## config.mk

```make
export PLATFORM = sky130hd
export DESIGN_NAME = positional_list_engine_core
export DESIGN_NICKNAME = d
export VERILOG_FILES = /design/src/rtl/ple_pkg.sv /design/src/rtl/ple_mem.sv /design/src/rtl/positional_list_engine_core.sv
export SDC_FILE = /design/constraint.sdc
export NUM_CORES = 2
export LEC_CHECK = 0
export BUFFER_PORTS_ARGS = -buffer_cell sky130_fd_sc_hd__buf_2
export CORE_UTILIZATION = 50
export DETAILED_ROUTE_END_ITERATION = 8
export PLACE_DENSITY = 0.61
export SYNTH_ARGS = -nofsm -noshare
export SYNTH_HDL_FRONTEND = slang
export SYNTH_HIERARCHICAL = 1
export SYNTH_SLANG_ARGS = --single-unit
export TNS_END_PERCENT = 100
```

## constraint.sdc

```tcl
create_clock -name clk -period 5.9 [get_ports clk]
set_input_delay 0.885 -clock clk [delete_from_list [all_inputs] [get_ports clk]]
set_output_delay 0.885 -clock clk [all_outputs]
set_load 0.01 [all_outputs]
```

## src/rtl/ple_pkg.sv

```systemverilog
// shared types and constants for the positional list engine
// request and result payload structs, operation and status codes, sequencer states
package ple_pkg;

  localparam logic [2:0] OP_INSERT  = 3'd0;
  localparam logic [2:0] OP_DELETE  = 3'd1;
  localparam logic [2:0] OP_REPLACE = 3'd2;
  localparam logic [2:0] OP_FIND    = 3'd3;
  localparam logic [2:0] OP_CLEAR   = 3'd4;

  localparam logic [1:0] ST_OK       = 2'd0;
  localparam logic [1:0] ST_RANGE    = 2'd1;
  localparam logic [1:0] ST_FULL     = 2'd2;
  localparam logic [1:0] ST_NOTFOUND = 2'd3;

  typedef struct packed {
    logic [2:0]         operation;
    logic [6:0]         position;
    logic signed [31:0] value;
  } req_t;

  typedef struct packed {
    logic [1:0] status;
    logic [5:0] found_position;
    logic [6:0] list_length;
  } rsp_t;

  typedef enum logic [2:0] {
    S_IDLE,
    S_MOVE,
    S_DRAIN,
    S_PUT,
    S_SCAN
  } state_t;

endpackage

```

## src/rtl/ple_mem.sv

```systemverilog
// entry store: one write port, one read port with registered read data
// no dependencies
module ple_mem #(
  parameter int DEPTH = 64,
  parameter int WIDTH = 32,
  parameter int AW    = 6
) (
  input  logic             clk,
  input  logic             we,
  input  logic [AW-1:0]    waddr,
  input  logic [WIDTH-1:0] wdata,
  input  logic [AW-1:0]    raddr,
  output logic [WIDTH-1:0] rdata
);

  logic [WIDTH-1:0] mem [DEPTH];

  always_ff @(posedge clk) begin
    if (we) begin
      mem[waddr] <= wdata;
    end
  end

  always_ff @(posedge clk) begin
    rdata <= mem[raddr];
  end

endmodule

```

## src/rtl/positional_list_engine_core.sv

```systemverilog
// Ordered list of up to CAPACITY values held in a single-port-read, single-port-write
// memory. One request is taken when start is high and busy is low; busy stays high
// until the result is produced, and done pulses for one cycle with the result, which
// cannot be held off. Out-of-range, full, clear, empty find, delete of the last entry
// and unused codes answer with done in the cycle after accept. Replace and insert at
// the end go straight to the put state; insert and delete at a position shift the
// later entries and find scans from position 0, since the sequencer moves or
// compares one entry per cycle through the memory's one read and one write port.
// depends on ple_pkg and ple_mem
module positional_list_engine_core #(
  parameter int CAPACITY   = 64,
  parameter int DATA_WIDTH = 32
) (
  input  logic          clk,
  input  logic          rst,
  input  logic          start,
  output logic          busy,
  input  ple_pkg::req_t request,
  output logic          done,
  output ple_pkg::rsp_t result
);

  localparam int AW  = $clog2(CAPACITY);
  localparam int CW  = $clog2(CAPACITY + 1);
  localparam int PW  = (CW > 7) ? CW : 7;
  localparam int FW  = (AW > 6) ? AW : 6;
  localparam int LW  = (CW > 7) ? CW : 7;

  ple_pkg::state_t state, state_next;

  logic [CW-1:0]         count, count_next;
  logic [2:0]            op_q;
  logic [AW-1:0]         pos_q;
  logic [DATA_WIDTH-1:0] val_q;
  logic                  up_q;
  logic [AW-1:0]         rd_ptr, rd_ptr_next;
  logic [AW-1:0]         rd_last;
  logic                  rd_valid, rd_valid_next;
  logic [AW-1:0]         rd_addr, rd_addr_next;

  logic                  mem_we;
  logic [AW-1:0]         mem_waddr;
  logic [DATA_WIDTH-1:0] mem_wdata;
  logic [DATA_WIDTH-1:0] mem_rdata;

  logic                  accept;
  logic [PW-1:0]         pos_w, cnt_w;
  logic [AW-1:0]         in_pos;
  logic [AW-1:0]         cnt_last;
  logic [DATA_WIDTH-1:0] in_val;
  logic                  full;

  // decode of an accepted request
  logic                  go_move, go_put, go_scan;
  logic                  imm_fin;
  logic [1:0]            imm_status;
  logic [CW-1:0]         imm_count;

  logic                  scan_hit, scan_end;
  logic                  fin;
  logic [1:0]            fin_status;
  logic [AW-1:0]         fin_found;
  logic [FW-1:0]         found_ext;
  logic [LW-1:0]         len_ext;

  assign accept   = start && (state == ple_pkg::S_IDLE);
  assign busy     = (state != ple_pkg::S_IDLE);
  assign pos_w    = PW'(request.position);
  assign cnt_w    = PW'(count);
  assign in_pos   = AW'(request.position);
  assign cnt_last = AW'(count - CW'(1));
  assign in_val   = DATA_WIDTH'($unsigned(request.value));
  assign full     = (count == CW'(CAPACITY));
  assign scan_hit = rd_valid && (mem_rdata == val_q);
  assign scan_end = rd_valid && (rd_addr == cnt_last);

  always_comb begin
    go_move    = 1'b0;
    go_put     = 1'b0;
    go_scan    = 1'b0;
    imm_fin    = 1'b0;
    imm_status = ple_pkg::ST_OK;
    imm_count  = count;
    unique case (request.operation)
      ple_pkg::OP_INSERT: begin
        if (pos_w > cnt_w) begin
          imm_fin    = 1'b1;
          imm_status = ple_pkg::ST_RANGE;
        end else if (full) begin
          imm_fin    = 1'b1;
          imm_status = ple_pkg::ST_FULL;
        end else if (pos_w == cnt_w) begin
          go_put = 1'b1;
        end else begin
          go_move = 1'b1;
        end
      end
      ple_pkg::OP_DELETE: begin
        if (pos_w >= cnt_w) begin
          imm_fin    = 1'b1;
          imm_status = ple_pkg::ST_RANGE;
        end else if (pos_w == cnt_w - PW'(1)) begin
          imm_fin   = 1'b1;
          imm_count = count - CW'(1);
        end else begin
          go_move = 1'b1;
        end
      end
      ple_pkg::OP_REPLACE: begin
        if (pos_w >= cnt_w) begin
          imm_fin    = 1'b1;
          imm_status = ple_pkg::ST_RANGE;
        end else begin
          go_put = 1'b1;
        end
      end
      ple_pkg::OP_FIND: begin
        if (count == '0) begin
          imm_fin    = 1'b1;
          imm_status = ple_pkg::ST_NOTFOUND;
        end else begin
          go_scan = 1'b1;
        end
      end
      ple_pkg::OP_CLEAR: begin
        imm_fin   = 1'b1;
        imm_count = '0;
      end
      default: begin
        imm_fin = 1'b1;
      end
    endcase
  end

  // next state
  always_comb begin
    state_next = state;
    unique case (state)
      ple_pkg::S_IDLE: begin
        if (accept) begin
          if (go_move) begin
            state_next = ple_pkg::S_MOVE;
          end else if (go_put) begin
            state_next = ple_pkg::S_PUT;
          end else if (go_scan) begin
            state_next = ple_pkg::S_SCAN;
          end
        end
      end
      ple_pkg::S_MOVE: begin
        if (rd_ptr == rd_last) begin
          state_next = ple_pkg::S_DRAIN;
        end
      end
      ple_pkg::S_DRAIN: begin
        state_next = (op_q == ple_pkg::OP_INSERT) ? ple_pkg::S_PUT : ple_pkg::S_IDLE;
      end
      ple_pkg::S_PUT: begin
        state_next = ple_pkg::S_IDLE;
      end
      ple_pkg::S_SCAN: begin
        if (scan_hit || scan_end) begin
          state_next = ple_pkg::S_IDLE;
        end
      end
      default: begin
        state_next = ple_pkg::S_IDLE;
      end
    endcase
  end

  // datapath controls and result
  always_comb begin
    count_next    = count;
    rd_ptr_next   = rd_ptr;
    rd_valid_next = 1'b0;
    rd_addr_next  = rd_addr;
    mem_we        = 1'b0;
    mem_waddr     = up_q ? rd_addr + AW'(1) : rd_addr - AW'(1);
    mem_wdata     = mem_rdata;
    fin           = 1'b0;
    fin_status    = ple_pkg::ST_OK;
    fin_found     = '0;
    unique case (state)
      ple_pkg::S_IDLE: begin
        if (accept) begin
          fin        = imm_fin;
          fin_status = imm_status;
          count_next = imm_count;
          if (go_scan) begin
            rd_ptr_next = '0;
          end else if (request.operation == ple_pkg::OP_INSERT) begin
            rd_ptr_next = cnt_last;
          end else begin
            rd_ptr_next = in_pos + AW'(1);
          end
        end
      end
      ple_pkg::S_MOVE: begin
        // read one entry ahead, write the previous one to its new slot
        mem_we        = rd_valid;
        rd_valid_next = 1'b1;
        rd_addr_next  = rd_ptr;
        rd_ptr_next   = up_q ? rd_ptr - AW'(1) : rd_ptr + AW'(1);
      end
      ple_pkg::S_DRAIN: begin
        mem_we = 1'b1;
        if (op_q != ple_pkg::OP_INSERT) begin
          fin        = 1'b1;
          count_next = count - CW'(1);
        end
      end
      ple_pkg::S_PUT: begin
        mem_we    = 1'b1;
        mem_waddr = pos_q;
        mem_wdata = val_q;
        fin       = 1'b1;
        if (op_q == ple_pkg::OP_INSERT) begin
          count_next = count + CW'(1);
        end
      end
      ple_pkg::S_SCAN: begin
        rd_valid_next = 1'b1;
        rd_addr_next  = rd_ptr;
        rd_ptr_next   = (rd_ptr == cnt_last) ? rd_ptr : rd_ptr + AW'(1);
        if (scan_hit) begin
          fin       = 1'b1;
          fin_found = rd_addr;
        end else if (scan_end) begin
          fin        = 1'b1;
          fin_status = ple_pkg::ST_NOTFOUND;
        end
      end
      default: begin
      end
    endcase
  end

  assign found_ext = FW'(fin_found);
  assign len_ext   = LW'(count_next);

  always_ff @(posedge clk) begin
    if (rst) begin
      state    <= ple_pkg::S_IDLE;
      count    <= '0;
      done     <= 1'b0;
      rd_valid <= 1'b0;
    end else begin
      state    <= state_next;
      count    <= count_next;
      done     <= fin;
      rd_valid <= rd_valid_next;
    end
  end

  always_ff @(posedge clk) begin
    rd_ptr  <= rd_ptr_next;
    rd_addr <= rd_addr_next;
    if (accept) begin
      op_q  <= request.operation;
      pos_q <= in_pos;
      val_q <= in_val;
      up_q  <= (request.operation == ple_pkg::OP_INSERT);
      // insert walks down to the slot, delete walks up to the last entry
      rd_last <= (request.operation == ple_pkg::OP_INSERT) ? in_pos : cnt_last;
    end
    if (fin) begin
      result.status         <= fin_status;
      result.found_position <= found_ext[5:0];
      result.list_length    <= len_ext[6:0];
    end
  end

  ple_mem #(
    .DEPTH (CAPACITY),
    .WIDTH (DATA_WIDTH),
    .AW    (AW)
  ) u_mem (
    .clk   (clk),
    .we    (mem_we),
    .waddr (mem_waddr),
    .wdata (mem_wdata),
    .raddr (rd_ptr),
    .rdata (mem_rdata)
  );

`ifndef ASSERT_OFF
  a_count_bound: assert property (@(posedge clk) disable iff (rst)
    count <= CW'(CAPACITY))
    else $error("entry count above capacity");

  a_done_idle: assert property (@(posedge clk) disable iff (rst)
    done |-> (state == ple_pkg::S_IDLE))
    else $error("result strobe while sequencer still working");

  a_accept_progress: assert property (@(posedge clk) disable iff (rst)
    accept |=> (busy || done))
    else $error("accepted request neither finished nor in progress");

  a_write_busy: assert property (@(posedge clk) disable iff (rst)
    mem_we |-> (state != ple_pkg::S_IDLE))
    else $error("memory write while idle");
`endif

endmodule

```

==> metrics.txt <==
status finished clean; pin count of the biggest net entering global routing 104; power density over cell area 380.1 nW/µm²; ys flop type edfxtp_1; final core occ 56.91%; Die ar. 170,800 µm²; DP HPWL 128.9 mm; setup TNS 0 ps; Synth Cell Area 84,560 µm²; detailed router's first-iteration violation count 4,998; Post-CTS Setup Inserts 0; most frequent cells in the layout 2,123 x edfxtp_1, 544 x mux4_2, 215 x clkbuf_16; vias in the first global route 40,790; clock slew at reported path FFs 70 ps; Avg Inst Size Synth 21.18 µm²; max-slew violations 0; min-delay src request[26]; CTS Sinks 2,167; final setup fails 0; DR pass1 iterations 7; global-route wire length before repair 309.5 mm; final WL 217.8 mm; cts repair resizes 0; leak pwr 29.89 nW; Hold WC Path Type in2reg; drc violations 0; # rows 150; crit end category flop; CTS root buffer clkbuf_16; Tcrit/Tclk final 89.20%; asr flop ratio synth 0%; max-cap violations 0; top cells by area, synth edfxtp_1 75%, mux4_2 14%, mux2i_1 1.1%; worst path arrival time 5790 ps; clock tree buffer depth 3; #FFs+latches synth 2,167; Final GP Congestion 0.9257; clock latency on the worst-skew pair 850 ps; Post-synth EDFFs 2,123; Nets 4,254; Netlist cell types 83; Die X 413.2 µm; total global-route track usage 25.92%; CORE AREA 167,600 µm²; CTS H-Tree Depth 4; IO Count 62; Initial Util 50.45%; FMAX 190.0 MHz; clk_skew 42.07 ps; routed vias/inst 6.279; Post-Syn Nets 4,056; Area Growth Syn to Fin 12.81%; routed vias 41,340; cts hold-fix bufs 0; cell area after layout 95,380 µm²; initial antenna violation count 8; Crit path required time 6420 ps; final critical-path required period 5263 ps; Tot Pwr 36.25 mW; RSZ-0062 raised after global routing false; worst-margin pin slew 1457 ps; Startpoint Class flop; RR Startpoint state[0]$_SDFFE_PP0P_; Setup Crit Path Kind reg2reg; grt ovf 0; warning count from the yosys run 6; IO Port Bufs 61; Seq/Total Area, Yosys 76.44%; leading cell type in the layout, fill and taps excluded edfxtp_1; TritonCTS buffer count 214; Synth area leader edfxtp_1; reg-to-reg slack, setup 640 ps; top cell type's share of synthesized area 75.40%; VDD IR max 316.5 µV; Crit Path Max Fanout 26; average wire per standard cell 33.07 µm; Synth Instances 3,993; share of layout cells above drive strength 1 27.09%; crit path launch state[0]$_SDFFE_PP0P_; Max transition margin 2.843%; antenna viol nets, final 0; Post-DP Area 88,480 µm²; Final Hold Viols 0; Die Y 413.2 µm; TritonCTS clock tree built
## cell type report
class | count | area (µm²)
Antenna cell | 7 | 17.52
Clock inverter | 142 | 1324
Fill cell | 12230 | 72210
Sequential cell | 2167 | 64630
Clock buffer | 257 | 5558
Timing Repair Buffer | 200 | 1524
Tap cell | 2204 | 2758
Inverter | 21 | 78.83
Multi-Input combinational cell | 1587 | 19490
## synthesized netlist by cell type (18+ instances only)
library cell / number
edfxtp_1: 2123
mux4_2: 544
nor2_1: 188
nand2_1: 171
clkbuf_1: 99
mux2i_1: 96
a21oi_1: 92
o22ai_1: 88
buf_2: 60
xnor2_1: 58
dfxtp_1: 44
nand3_1: 29
o221ai_1: 28
buf_4: 27
buf_1: 26
o21ai_0: 22
xor2_1: 22
nor3_1: 20
inv_1: 18
nor2b_1: 18
## worst max-delay path, cell delays in order (launching register included)
cell     delay [ps]
dfxtp_1         950
nor2b_1         410
nand2_2         280
buf_4           310
nor2_1          120
a21oi_1         190
nor2b_1         350
nand3_1         810
nor2_4         1110
buf_4           350
## worst paths after layout
| path | endpoint | cells past startpoint |
|---|---|---|
| worst max-delay path | u_mem/mem[46][3]$_DFFE_PP_ | 9 |
| worst min-delay path | val_q[26]$_DFFE_PP_ | 1 |
| worst max register to register | u_mem/mem[46][3]$_DFFE_PP_ | 9 |
| worst min register to register | rd_addr[5]$_DFFE_PN_ | 0 |
## registers in the layout (all words and copies together), names as in the netlist
signal       count
cnt_w            7
u_mem/rdata     32
rd_last          6
up_q             1
rd_valid         1
rd_ptr           6
result          15
rd_addr          6
pos_q            6
done             1
u_mem/mem     2048
op_q             3
val_q           32
state            3
## cell families after synthesis
kind of cell,share of synthesized area (%)
flops,76.44
mux,15.63
simple gates,2.896
compound gates,2.561
buf+inv,1.323
xor+xnor,0.8819
fa+ha+maj,0.2752
## power breakdown
group	internal, mW	switching [mW]
Combinational	1.16	3.32
Clock	7.60	5.80
Sequential	18.3	0.122
Total	27.0	9.24
## routing by layer
metal  track usage (%)  wire (µm)  vias to the layer above
met5                 0         13                        -
met3             5.618      17930                      312
met1             35.92      86910                    22230
li1                  -          -                    17070
met4             6.928       5620                        2
met2             41.89     107300                     1728
## per-stage QoR
step	hold slack [ps]	setup slack, ps	instances
2_1_floorplan	445.9	895.4	3993
5_1_grt	173.9	541.7	6578
3_3_place_gp	510.9	1005	6179
3_5_place_dp	514.0	879.4	6179
4_1_cts	154.5	878.0	6578
6_report	211.4	637.4	6585
(Power assumes the default switching activity.)
